## src/sv/snapshot_ring_storage_allocator_assert.svh

```systemverilog
// Assertion macros shared by the snapshot ring storage allocator RTL.
`ifndef SNAPSHOT_RING_STORAGE_ALLOCATOR_ASSERT_SVH
`define SNAPSHOT_RING_STORAGE_ALLOCATOR_ASSERT_SVH

// Same-cycle implication, disabled while reset is held.
`define SRSA_ASSERT_IMP(label, clk, rst_n, ante, cons, msg) \
    label: assert property (@(posedge clk) disable iff (!(rst_n)) (ante) |-> (cons)) \
        else $error(msg);

// Next-cycle implication, disabled while reset is held.
`define SRSA_ASSERT_NXT(label, clk, rst_n, ante, cons, msg) \
    label: assert property (@(posedge clk) disable iff (!(rst_n)) (ante) |=> (cons)) \
        else $error(msg);

`endif

```

## src/sv/srsa_pkg.sv

```systemverilog
// Shared types and constants of the snapshot ring storage allocator.
`default_nettype none

package srsa_pkg;

    localparam int SRSA_FRAME_SLOTS = 32;
    localparam int SRSA_CNT_W       = 16;
    localparam int SRSA_FRAME_W     = 32;
    localparam int SRSA_IN_TDATA_W  = 48;
    localparam int SRSA_OUT_TDATA_W = 88;
    localparam int SRSA_DIV_STEPS   = 17;

    localparam logic [SRSA_CNT_W-1:0] SRSA_STORE_RESET = 16'd4096;

    typedef enum logic [1:0] {
        REQ_ALLOC = 2'd0,
        REQ_QUERY = 2'd1,
        REQ_INIT  = 2'd2,
        REQ_NOP   = 2'd3
    } t_req;

    typedef struct packed {
        logic                  start;
        logic [SRSA_CNT_W:0]   dividend;
        logic [SRSA_CNT_W-1:0] divisor;
    } t_mod_req;

    typedef struct packed {
        logic                  done;
        logic [SRSA_CNT_W-1:0] rem;
    } t_mod_rsp;

endpackage

`default_nettype wire

```

## src/sv/srsa_ram.sv

```systemverilog
// Generic single-write, single-read synchronous RAM with registered read data.
`default_nettype none

module srsa_ram #(
    parameter int WIDTH = 16,
    parameter int DEPTH = 32
) (
    input  wire logic                     i_clk,
    input  wire logic                     i_we,
    input  wire logic [$clog2(DEPTH)-1:0] i_waddr,
    input  wire logic [WIDTH-1:0]         i_wdata,
    input  wire logic [$clog2(DEPTH)-1:0] i_raddr,
    output logic      [WIDTH-1:0]         o_rdata
);

    logic [WIDTH-1:0] r_mem [DEPTH];

    always_ff @(posedge i_clk) begin
        if (i_we) begin
            r_mem[i_waddr] <= i_wdata;
        end
        o_rdata <= r_mem[i_raddr];
    end

endmodule

`default_nettype wire

```

## src/sv/srsa_mod.sv

```systemverilog
// Bit-serial restoring remainder unit for the write position wrap.
`default_nettype none

module srsa_mod
    import srsa_pkg::*;
(
    input  wire logic     i_clk,
    input  wire logic     i_rst_n,
    input  wire t_mod_req i_req,
    output t_mod_rsp      o_rsp
);

    localparam int STEP_W = $clog2(SRSA_DIV_STEPS);

    logic                  r_busy;
    logic                  r_done;
    logic [STEP_W-1:0]     r_step;
    logic [SRSA_CNT_W:0]   r_num;
    logic [SRSA_CNT_W-1:0] r_rem;
    logic [SRSA_CNT_W-1:0] r_div;
    logic [SRSA_CNT_W:0]   n_trial;
    logic                  n_fits;

    assign n_trial = {r_rem, r_num[SRSA_CNT_W]};
    assign n_fits  = n_trial >= {1'b0, r_div};

    always_ff @(posedge i_clk) begin
        if (!i_rst_n) begin
            r_busy <= 1'b0;
            r_done <= 1'b0;
        end else begin
            r_done <= 1'b0;
            if (i_req.start) begin
                r_busy <= 1'b1;
                r_step <= '0;
                r_num  <= i_req.dividend;
                r_rem  <= '0;
                r_div  <= i_req.divisor;
            end else if (r_busy) begin
                r_num <= {r_num[SRSA_CNT_W-1:0], 1'b0};
                r_rem <= n_fits ? SRSA_CNT_W'(n_trial - {1'b0, r_div})
                                : n_trial[SRSA_CNT_W-1:0];
                if (r_step == STEP_W'(SRSA_DIV_STEPS - 1)) begin
                    r_busy <= 1'b0;
                    r_done <= 1'b1;
                end else begin
                    r_step <= r_step + STEP_W'(1);
                end
            end
        end
    end

    assign o_rsp.done = r_done;
    assign o_rsp.rem  = r_rem;

endmodule

`default_nettype wire

```

## src/sv/snapshot_ring_storage_allocator.sv

```systemverilog
// Snapshot ring storage allocator: top level with request sequencer and slot count memory.
//
// Requests enter on the s_axis channel: tuser carries the request kind (allocate, query,
// init, no operation), tdata carries the entry count and the queried frame number.
// Every request gives exactly one result on the m_axis channel with the span start, the
// frame number, the oldest frame still held and the valid and no-space flags.
// The block works on one request at a time; s_axis_tready is high only while it waits.
// A query, init or no-operation request goes straight to the output step, which registers
// its result once the output register is free. An allocation retires the oldest frame first
// when the frame ring is full, then checks for space, releasing older frames from the slot
// memory one at a time until the entries fit or none is left; a failed check gives a
// no-space result. After a fit is written to the slot memory, the bit-serial remainder
// wraps the write position unless the store size is zero. The sequencer returns to idle as
// a result is stored. The storage size register is written through i_cfg_we and i_cfg_wdata.
// Reset restores a 4096-entry store and clears all pointers, frame numbers and valid bits.
// The slot counts are masked by per-slot valid bits, so no clearing pass is needed.
// A finished result waits in the output register while m_axis_tready is low; the
// sequencer holds its last step until the register is free.
`default_nettype none
`include "snapshot_ring_storage_allocator_assert.svh"

module snapshot_ring_storage_allocator
    import srsa_pkg::*;
#(
    parameter int FRAME_SLOTS = SRSA_FRAME_SLOTS
) (
    input  wire logic                        i_clk,
    input  wire logic                        i_rst_n,
    input  wire logic                        i_cfg_we,
    input  wire logic [SRSA_CNT_W-1:0]       i_cfg_wdata,
    input  wire logic                        s_axis_tvalid,
    output logic                             s_axis_tready,
    // entry_count [15:0], query_frame [47:16]
    input  wire logic [SRSA_IN_TDATA_W-1:0]  s_axis_tdata,
    // req_type [1:0]
    input  wire logic [1:0]                  s_axis_tuser,
    output logic                             m_axis_tvalid,
    input  wire logic                        m_axis_tready,
    // span_start [15:0], frame_id [47:16], oldest_valid [79:48], frame_valid [80],
    // no_space [81], zero [87:82]
    output logic [SRSA_OUT_TDATA_W-1:0]      m_axis_tdata
);

    localparam int SLOT_W = $clog2(FRAME_SLOTS);
    localparam logic [63:0] WRAP_K64 = 64'h1_0000_0000 % 64'(FRAME_SLOTS);
    localparam logic [SLOT_W:0] WRAP_K = WRAP_K64[SLOT_W:0];
    localparam logic [SLOT_W:0] SLOTS_X = (SLOT_W + 1)'(FRAME_SLOTS);
    localparam logic [SLOT_W-1:0] LAST_SLOT = SLOT_W'(FRAME_SLOTS - 1);
    localparam logic [SRSA_FRAME_W-1:0] KEEP_DEPTH = SRSA_FRAME_W'(FRAME_SLOTS - 1);
    localparam logic [SRSA_FRAME_W-1:0] RING_DEPTH = SRSA_FRAME_W'(FRAME_SLOTS);

    typedef enum logic [2:0] {
        S_IDLE,
        S_RET,
        S_CHECK,
        S_REL,
        S_DIV,
        S_PUSH
    } t_state;

    t_state                  r_state;
    logic [SRSA_CNT_W-1:0]   r_storage;
    logic [SRSA_CNT_W-1:0]   r_free;
    logic [SRSA_CNT_W-1:0]   r_wp;
    logic [SRSA_FRAME_W-1:0] r_next_frame;
    logic [SRSA_FRAME_W-1:0] r_oldest_frame;
    logic [SLOT_W-1:0]       r_next_slot;
    logic [SLOT_W-1:0]       r_oldest_slot;
    logic [FRAME_SLOTS-1:0]  r_vld;
    logic [SRSA_CNT_W-1:0]   r_count;
    logic [SRSA_CNT_W-1:0]   r_res_span;
    logic [SRSA_FRAME_W-1:0] r_res_fid;
    logic                    r_res_valid;
    logic                    r_res_nospace;
    logic                    r_out_vld;
    logic [SRSA_OUT_TDATA_W-1:0] r_out_data;

    t_req                    w_req;
    logic [SRSA_CNT_W-1:0]   w_in_count;
    logic [SRSA_FRAME_W-1:0] w_in_query;
    logic                    w_accept;
    logic                    w_ring_full;
    logic                    w_short;
    logic                    w_ram_we;
    logic [SLOT_W-1:0]       w_raddr;
    logic [SRSA_CNT_W-1:0]   w_ram_rdata;
    logic [SRSA_CNT_W-1:0]   w_rd_cnt;
    t_mod_req                w_mod_req;
    t_mod_rsp                w_mod_rsp;
    logic                    w_out_free;

    logic [SLOT_W:0]         n_ret_sum;
    logic [SLOT_W-1:0]       n_ret_slot;
    logic [SRSA_CNT_W:0]     n_add;
    logic [SRSA_CNT_W-1:0]   n_free_sat;
    logic [SLOT_W-1:0]       n_next_slot;
    logic [SLOT_W-1:0]       n_oldest_slot;

    assign w_req      = t_req'(s_axis_tuser);
    assign w_in_count = s_axis_tdata[SRSA_CNT_W-1:0];
    assign w_in_query = s_axis_tdata[SRSA_CNT_W +: SRSA_FRAME_W];

    assign s_axis_tready = (r_state == S_IDLE);
    assign w_accept      = s_axis_tvalid && s_axis_tready;
    assign w_out_free    = !r_out_vld || m_axis_tready;

    assign w_ring_full = (r_next_frame - r_oldest_frame) > KEEP_DEPTH;
    assign w_short     = r_free < r_count;

    assign n_ret_sum  = ((r_next_frame >= KEEP_DEPTH) ? '0 : WRAP_K)
                      + {1'b0, r_next_slot} + (SLOT_W + 1)'(1);
    assign n_ret_slot = (n_ret_sum >= SLOTS_X) ? SLOT_W'(n_ret_sum - SLOTS_X)
                                               : n_ret_sum[SLOT_W-1:0];

    assign n_next_slot   = (r_next_frame == '1 || r_next_slot == LAST_SLOT)
                         ? '0 : r_next_slot + SLOT_W'(1);
    assign n_oldest_slot = (r_oldest_frame == '1 || r_oldest_slot == LAST_SLOT)
                         ? '0 : r_oldest_slot + SLOT_W'(1);

    assign w_raddr  = (r_state == S_IDLE) ? r_next_slot : r_oldest_slot;
    assign w_rd_cnt = ((r_state == S_RET) ? r_vld[r_next_slot] : r_vld[r_oldest_slot])
                    ? w_ram_rdata : '0;

    assign n_add      = {1'b0, r_free} + {1'b0, w_rd_cnt};
    assign n_free_sat = n_add[SRSA_CNT_W] ? '1 : n_add[SRSA_CNT_W-1:0];

    assign w_ram_we = (r_state == S_CHECK) && !w_short;

    assign w_mod_req.start    = w_ram_we && (r_storage != '0);
    assign w_mod_req.dividend = {1'b0, r_wp} + {1'b0, r_count};
    assign w_mod_req.divisor  = r_storage;

    srsa_ram #(
        .WIDTH (SRSA_CNT_W),
        .DEPTH (FRAME_SLOTS)
    ) u_slot_ram (
        .i_clk   (i_clk),
        .i_we    (w_ram_we),
        .i_waddr (r_next_slot),
        .i_wdata (r_count),
        .i_raddr (w_raddr),
        .o_rdata (w_ram_rdata)
    );

    srsa_mod u_mod (
        .i_clk   (i_clk),
        .i_rst_n (i_rst_n),
        .i_req   (w_mod_req),
        .o_rsp   (w_mod_rsp)
    );

    always_ff @(posedge i_clk) begin
        if (!i_rst_n) begin
            r_state        <= S_IDLE;
            r_storage      <= SRSA_STORE_RESET;
            r_free         <= SRSA_STORE_RESET;
            r_wp           <= '0;
            r_next_frame   <= '0;
            r_oldest_frame <= '0;
            r_next_slot    <= '0;
            r_oldest_slot  <= '0;
            r_vld          <= '0;
            r_out_vld      <= 1'b0;
        end else begin
            if (i_cfg_we) begin
                r_storage <= i_cfg_wdata;
            end
            if ((r_state == S_PUSH) && w_out_free) begin
                r_out_vld <= 1'b1;
            end else if (m_axis_tready) begin
                r_out_vld <= 1'b0;
            end
            case (r_state)
                S_IDLE: begin
                    if (w_accept) begin
                        r_count       <= w_in_count;
                        r_res_span    <= '0;
                        r_res_fid     <= '0;
                        r_res_valid   <= (w_req == REQ_QUERY) && (w_in_query >= r_oldest_frame);
                        r_res_nospace <= 1'b0;
                        case (w_req)
                            REQ_ALLOC: begin
                                if (w_ring_full) begin
                                    r_oldest_frame <= r_next_frame - KEEP_DEPTH;
                                    r_oldest_slot  <= n_ret_slot;
                                    r_state        <= S_RET;
                                end else begin
                                    r_state <= S_CHECK;
                                end
                            end
                            REQ_INIT: begin
                                r_free         <= r_storage;
                                r_wp           <= '0;
                                r_next_frame   <= '0;
                                r_oldest_frame <= '0;
                                r_next_slot    <= '0;
                                r_oldest_slot  <= '0;
                                r_vld          <= '0;
                                r_state        <= S_PUSH;
                            end
                            default: begin
                                r_state <= S_PUSH;
                            end
                        endcase
                    end
                end
                S_RET: begin
                    r_free             <= n_free_sat;
                    r_vld[r_next_slot] <= 1'b0;
                    r_state            <= S_CHECK;
                end
                S_CHECK: begin
                    if (w_short && (r_oldest_frame != r_next_frame)) begin
                        r_state <= S_REL;
                    end else if (w_short) begin
                        r_res_nospace <= 1'b1;
                        r_state       <= S_PUSH;
                    end else begin
                        r_vld[r_next_slot] <= 1'b1;
                        r_free             <= r_free - r_count;
                        r_res_span         <= r_wp;
                        r_res_fid          <= r_next_frame;
                        r_next_frame       <= r_next_frame + SRSA_FRAME_W'(1);
                        r_next_slot        <= n_next_slot;
                        if (r_storage == '0) begin
                            r_wp    <= '0;
                            r_state <= S_PUSH;
                        end else begin
                            r_state <= S_DIV;
                        end
                    end
                end
                S_REL: begin
                    r_free               <= n_free_sat;
                    r_vld[r_oldest_slot] <= 1'b0;
                    r_oldest_frame       <= r_oldest_frame + SRSA_FRAME_W'(1);
                    r_oldest_slot        <= n_oldest_slot;
                    r_state              <= S_CHECK;
                end
                S_DIV: begin
                    if (w_mod_rsp.done) begin
                        r_wp    <= w_mod_rsp.rem;
                        r_state <= S_PUSH;
                    end
                end
                S_PUSH: begin
                    if (w_out_free) begin
                        r_out_data <= {6'b0, r_res_nospace, r_res_valid, r_oldest_frame,
                                       r_res_fid, r_res_span};
                        r_state    <= S_IDLE;
                    end
                end
                default: begin
                    r_state <= S_IDLE;
                end
            endcase
        end
    end

    assign m_axis_tvalid = r_out_vld;
    assign m_axis_tdata  = r_out_data;

    `SRSA_ASSERT_NXT(a_accept_one_at_a_time, i_clk, i_rst_n, w_accept, !s_axis_tready, "request accepted while another is in work")
    `SRSA_ASSERT_IMP(a_ring_depth, i_clk, i_rst_n, r_state == S_IDLE, (r_next_frame - r_oldest_frame) <= RING_DEPTH, "frame ring holds more frames than slots")
    `SRSA_ASSERT_IMP(a_alloc_fits, i_clk, i_rst_n, w_ram_we, r_free >= r_count, "frame written without enough free entries")
    `SRSA_ASSERT_IMP(a_mod_done_in_div, i_clk, i_rst_n, w_mod_rsp.done, r_state == S_DIV, "remainder finished outside the wrap step")

endmodule

`default_nettype wire
```

## config.mk

```make
export PLATFORM = sky130hd
export DESIGN_NAME = snapshot_ring_storage_allocator
export DESIGN_NICKNAME = d
export VERILOG_FILES = /design/src/sv/srsa_pkg.sv /design/src/sv/srsa_ram.sv /design/src/sv/srsa_mod.sv /design/src/sv/snapshot_ring_storage_allocator.sv
export VERILOG_INCLUDE_DIRS = /design/src /design/src/sv
export SDC_FILE = /design/constraint.sdc
export NUM_CORES = 2
export LEC_CHECK = 0
export BUFFER_PORTS_ARGS = -buffer_cell sky130_fd_sc_hd__buf_4
export CAP_MARGIN = 20
export CORE_ASPECT_RATIO = 0.6
export CORE_UTILIZATION = 55
export DETAILED_ROUTE_END_ITERATION = 10
export PLACE_DENSITY = 0.82
export SYNTH_ARGS = -nofsm -noshare
export SYNTH_HDL_FRONTEND = slang
export SYNTH_SLANG_ARGS = --single-unit
```

## constraint.sdc

```tcl
create_clock -name i_clk -period 5.3 [get_ports i_clk]
set_input_delay 0 -clock i_clk [delete_from_list [all_inputs] [get_ports i_clk]]
set_output_delay 0 -clock i_clk [all_outputs]
set_load 0.02 [all_outputs]
```

==> run_results.csv <==
group,metric,value,unit
grt,grt_pass1_wl,185,mm
critical_path,startpoint_type,"register",
yosys,synth_edf_count,714,
finish,final_cell_mix,"714 x edfxtp_1, 371 x nand2_1, 285 x buf_4, 176 x nor2_1, 173 x dfxtp_1",
die,chipWidth,358,um
hold_path,hold_end,"r_count[14]",
place,port-buffer-count,154,
finish,fin_area,47800,sq um
clock_tree,clockBufferDepth,3,
drt,via_per_inst,6.62,
clock_tree,h-tree-depth,3,
critical_path,path_cells,"mux4_2 -> a22o_1 -> a221oi_1 -> o21ai_0 -> nor3_1 -> a31oi_1 -> buf_4 -> and2_1 -> ha_1 -> nand3_1 -> o211ai_1 -> o21ai_1 -> o21ai_0 -> a31o_1 -> a41o_1 -> or4_1 -> nand3_1 -> nand4_1 -> o221a_1",
critical_path,r2r_slack,0.17,ns
timing,hold_violations,0,
drt,drt_pre_antenna_iters,7,
finish,drive_gt1_share,16.7,%
power_and_ir_drop,power_frac_seq,47.0,%
grt,gr-usage-all-layers,32.8,%
timing,drv_slew,0,
clock_tree,clock_latency,0.67,ns
power_and_ir_drop,p_switching,4790,uW
yosys,synth_cells,3318,
yosys,seq_area_frac_synth,59.6,%
power_and_ir_drop,power.density,356,nW/um^2
power_and_ir_drop,power,17000,uW
hold_path,hold_class,"input pin to register",
die,die-area,77300,sq um
timing,rsz0062_at_grt,"no",
power_and_ir_drop,power.share.combinational,17.9,%
place,gp_congestion,1.05,
critical_path,cpMaxStageDelayCell,"mux4_2",
grt,grt_start_max_net_pins,129,
timing,worst_pin_slew,1.14,ns
power_and_ir_drop,ir_drop,0.000311,V
hold_path,hp-start,"s_axis_tdata[14]",
yosys,synthFlopType,"edfxtp_1",
yosys,synth_area,41900,sq um
power_and_ir_drop,clockPowerShare,35.1,%
drt,via_count,30500,
clock_tree,cts_tree,"built",
timing,min_period_over_period,96.8,%
timing,slew_headroom,23.6,%
drt,postRouteWirelength,128,mm
critical_path,critPathCaptureType,"register",
timing,final.min_clock_period,5.13,ns
finish,final_nets,3765,
hold_path,holdPathStages,2,
drt,drtAntennaViolNets,0,
outcome,outcome,"completed",
critical_path,path_class,"register to register",
die,initial_core_util,56.2,%
finish,final-seq-area,25000,sq um
finish,layout_commonest_cell,"edfxtp_1",
timing,finalSetupViolations,0,
yosys,yosysWarnings,0,
critical_path,slowest_delay,0.55,ns
die,rows,77,
job,cap_violations,0,
critical_path,worst-path-buf-inv,1,
drt,drc,0,
finish,area_delta_synth_final,14.3,%
critical_path,regToRegEndpoint,"r_free[15]",
yosys,async_flop_share,0,%
die,ioPinCount,161,
yosys,ys_seq_elements,890,
critical_path,crit_required,5.85,ns
finish,multi_input_area,15700,sq um
place,placed_area,44600,sq um
timing,skew,0.0385,ns
timing,fmax,195,MHz
power_and_ir_drop,leakagePower,0.0177,uW
power_and_ir_drop,swShare,28.1,%
grt,grt_pass1_vias,28300,
critical_path,crit_family,"compound AO/OA/AOI/OAI gates",
drt,drt_iter0_markers,5090,
critical_path,cp.depth,19,
clock_tree,cts_sinks,890,
drt,routedWlPerCell,27.8,um
critical_path,r2r_cells,19,
clock_tree,cts-buffers-inserted,78,
critical_path,critPathMaxFanout,14,
clock_tree,root_buffer,"clkbuf_16",
grt,globalRouteOverflowTotal,0,
place,post-dp-hpwl,87.3,mm
finish,fin_util,64.2,%
grt,antenna_found_initial,5,
finish,fillers,5256,
critical_path,crit-reg2reg-launch,"r_oldest_slot[0]",
yosys,synth_cell_types,93,
die,core,74500,sq um
timing,setup-tns-final,0,ns
critical_path,crit_arrival,5.68,ns
power_and_ir_drop,power.internal,12200,uW
die,die_h,216,um
clock_tree,clk_pin_slew,0.07,ns
yosys,syn_area_per_cell,12.6,sq um
## layer usage
layer	up-vias	global-route usage, %	routed length, um
li1	13000	-	-
met1	15000	49.0	51900
met2	2261	41.5	49600
met3	233	17.5	23400
met4	10	6.95	2650
met5	-	0.813	185
## synth_stat cells, types with 37 or more instances
| library cell | n | area (sq um) |
|---|---|---|
| nor3_1 | 71 | 355 |
| o22ai_1 | 37 | 231 |
| and3_1 | 53 | 332 |
| clkbuf_1 | 147 | 552 |
| nand3_1 | 134 | 671 |
| ha_1 | 141 | 1760 |
| xnor2_1 | 88 | 771 |
| mux2i_1 | 47 | 470 |
| edfxtp_1 | 714 | 21400 |
| nand2_1 | 372 | 1400 |
| a31oi_1 | 38 | 238 |
| inv_1 | 137 | 514 |
| nor2_1 | 180 | 676 |
| mux4_2 | 145 | 3270 |
| o21ai_0 | 169 | 846 |
| a21oi_1 | 120 | 601 |
| dfxtp_1 | 176 | 3520 |
| xor2_1 | 37 | 324 |
## state kept, by name, summed over array words and instances (netlist names), 17 cells and up
| name | cells |
|---|---|
| u_mod.r_num | 17 |
| r_vld | 32 |
| r_oldest_frame | 32 |
| m_axis_tdata | 82 |
| r_res_fid | 32 |
| r_next_frame | 32 |
| u_slot_ram.r_mem | 512 |
## metrics by stage
| stage | setup WS [ns] | instances | hold WS (ns) |
|---|---|---|---|
| finish | 0.170 | 4600 | 0.0926 |
| CTS | 0.203 | 4589 | 0.0593 |
| global placement | 0.400 | 4390 | 0.179 |
| detailed placement | 0.229 | 4390 | 0.180 |
| global route | 0.00587 | 4596 | 0.0744 |
| floorplan | 0.127 | 3323 | 0.0989 |
## timing repair
item	4_1_cts	5_1_grt
setup endpoints to repair	0	15
hold buffers	58	0
buffers inserted	0	4
gates resized for setup	0	3
hold endpoints to repair	86	0
## power groups by stage
stage | logic [uW] | registers [uW] | clock network (uW)
2_1_floorplan | 1900 | 8140 | 0
3_3_place_gp | 2820 | 8120 | 0
3_5_place_dp | 2860 | 8130 | 0
4_1_cts | 2930 | 7970 | 5950
5_1_grt | 3260 | 7990 | 6210
6_report | 3050 | 7990 | 5970
## worst max-delay path by stage
stage	startpoint	to	slack (ns)
floorplan	r_count[0]	r_res_fid[0]	0.13
global placement	r_oldest_slot[0]	r_free[12]	0.40
detailed placement	r_oldest_slot[0]	r_free[12]	0.23
CTS	r_oldest_slot[0]	r_free[12]	0.20
global route	r_oldest_slot[0]	r_free[15]	0.006
finish	r_oldest_slot[0]	r_free[15]	0.17
## final cells by class
| type | count | area share, % |
|---|---|---|
| Antenna cell | 4 | 0.0209 |
| Sequential cell | 890 | 52.2 |
| Timing Repair Buffer | 349 | 5.93 |
| Clock buffer | 100 | 4.45 |
| Inverter | 137 | 1.07 |
| Multi-Input combinational cell | 2092 | 32.8 |
| Clock inverter | 41 | 0.973 |
| Tap cell | 987 | 2.58 |
## cells by family (layout without fill, tap and decap cells)
logic type	Yosys count	after routing	share of synthesized area [%]
and+or+nand+nor	1026	1026	11.7
other	1	10	0.00896
AOI/OAI and AO/OA	592	592	9.26
DFF	890	890	59.6
adders and majority gates	146	146	4.45
buffers and inverters	341	627	3.23
xor gates and xnor gates	125	125	2.61
muxes	197	197	9.08
Note: power is estimated with default switching activity, not from simulation.
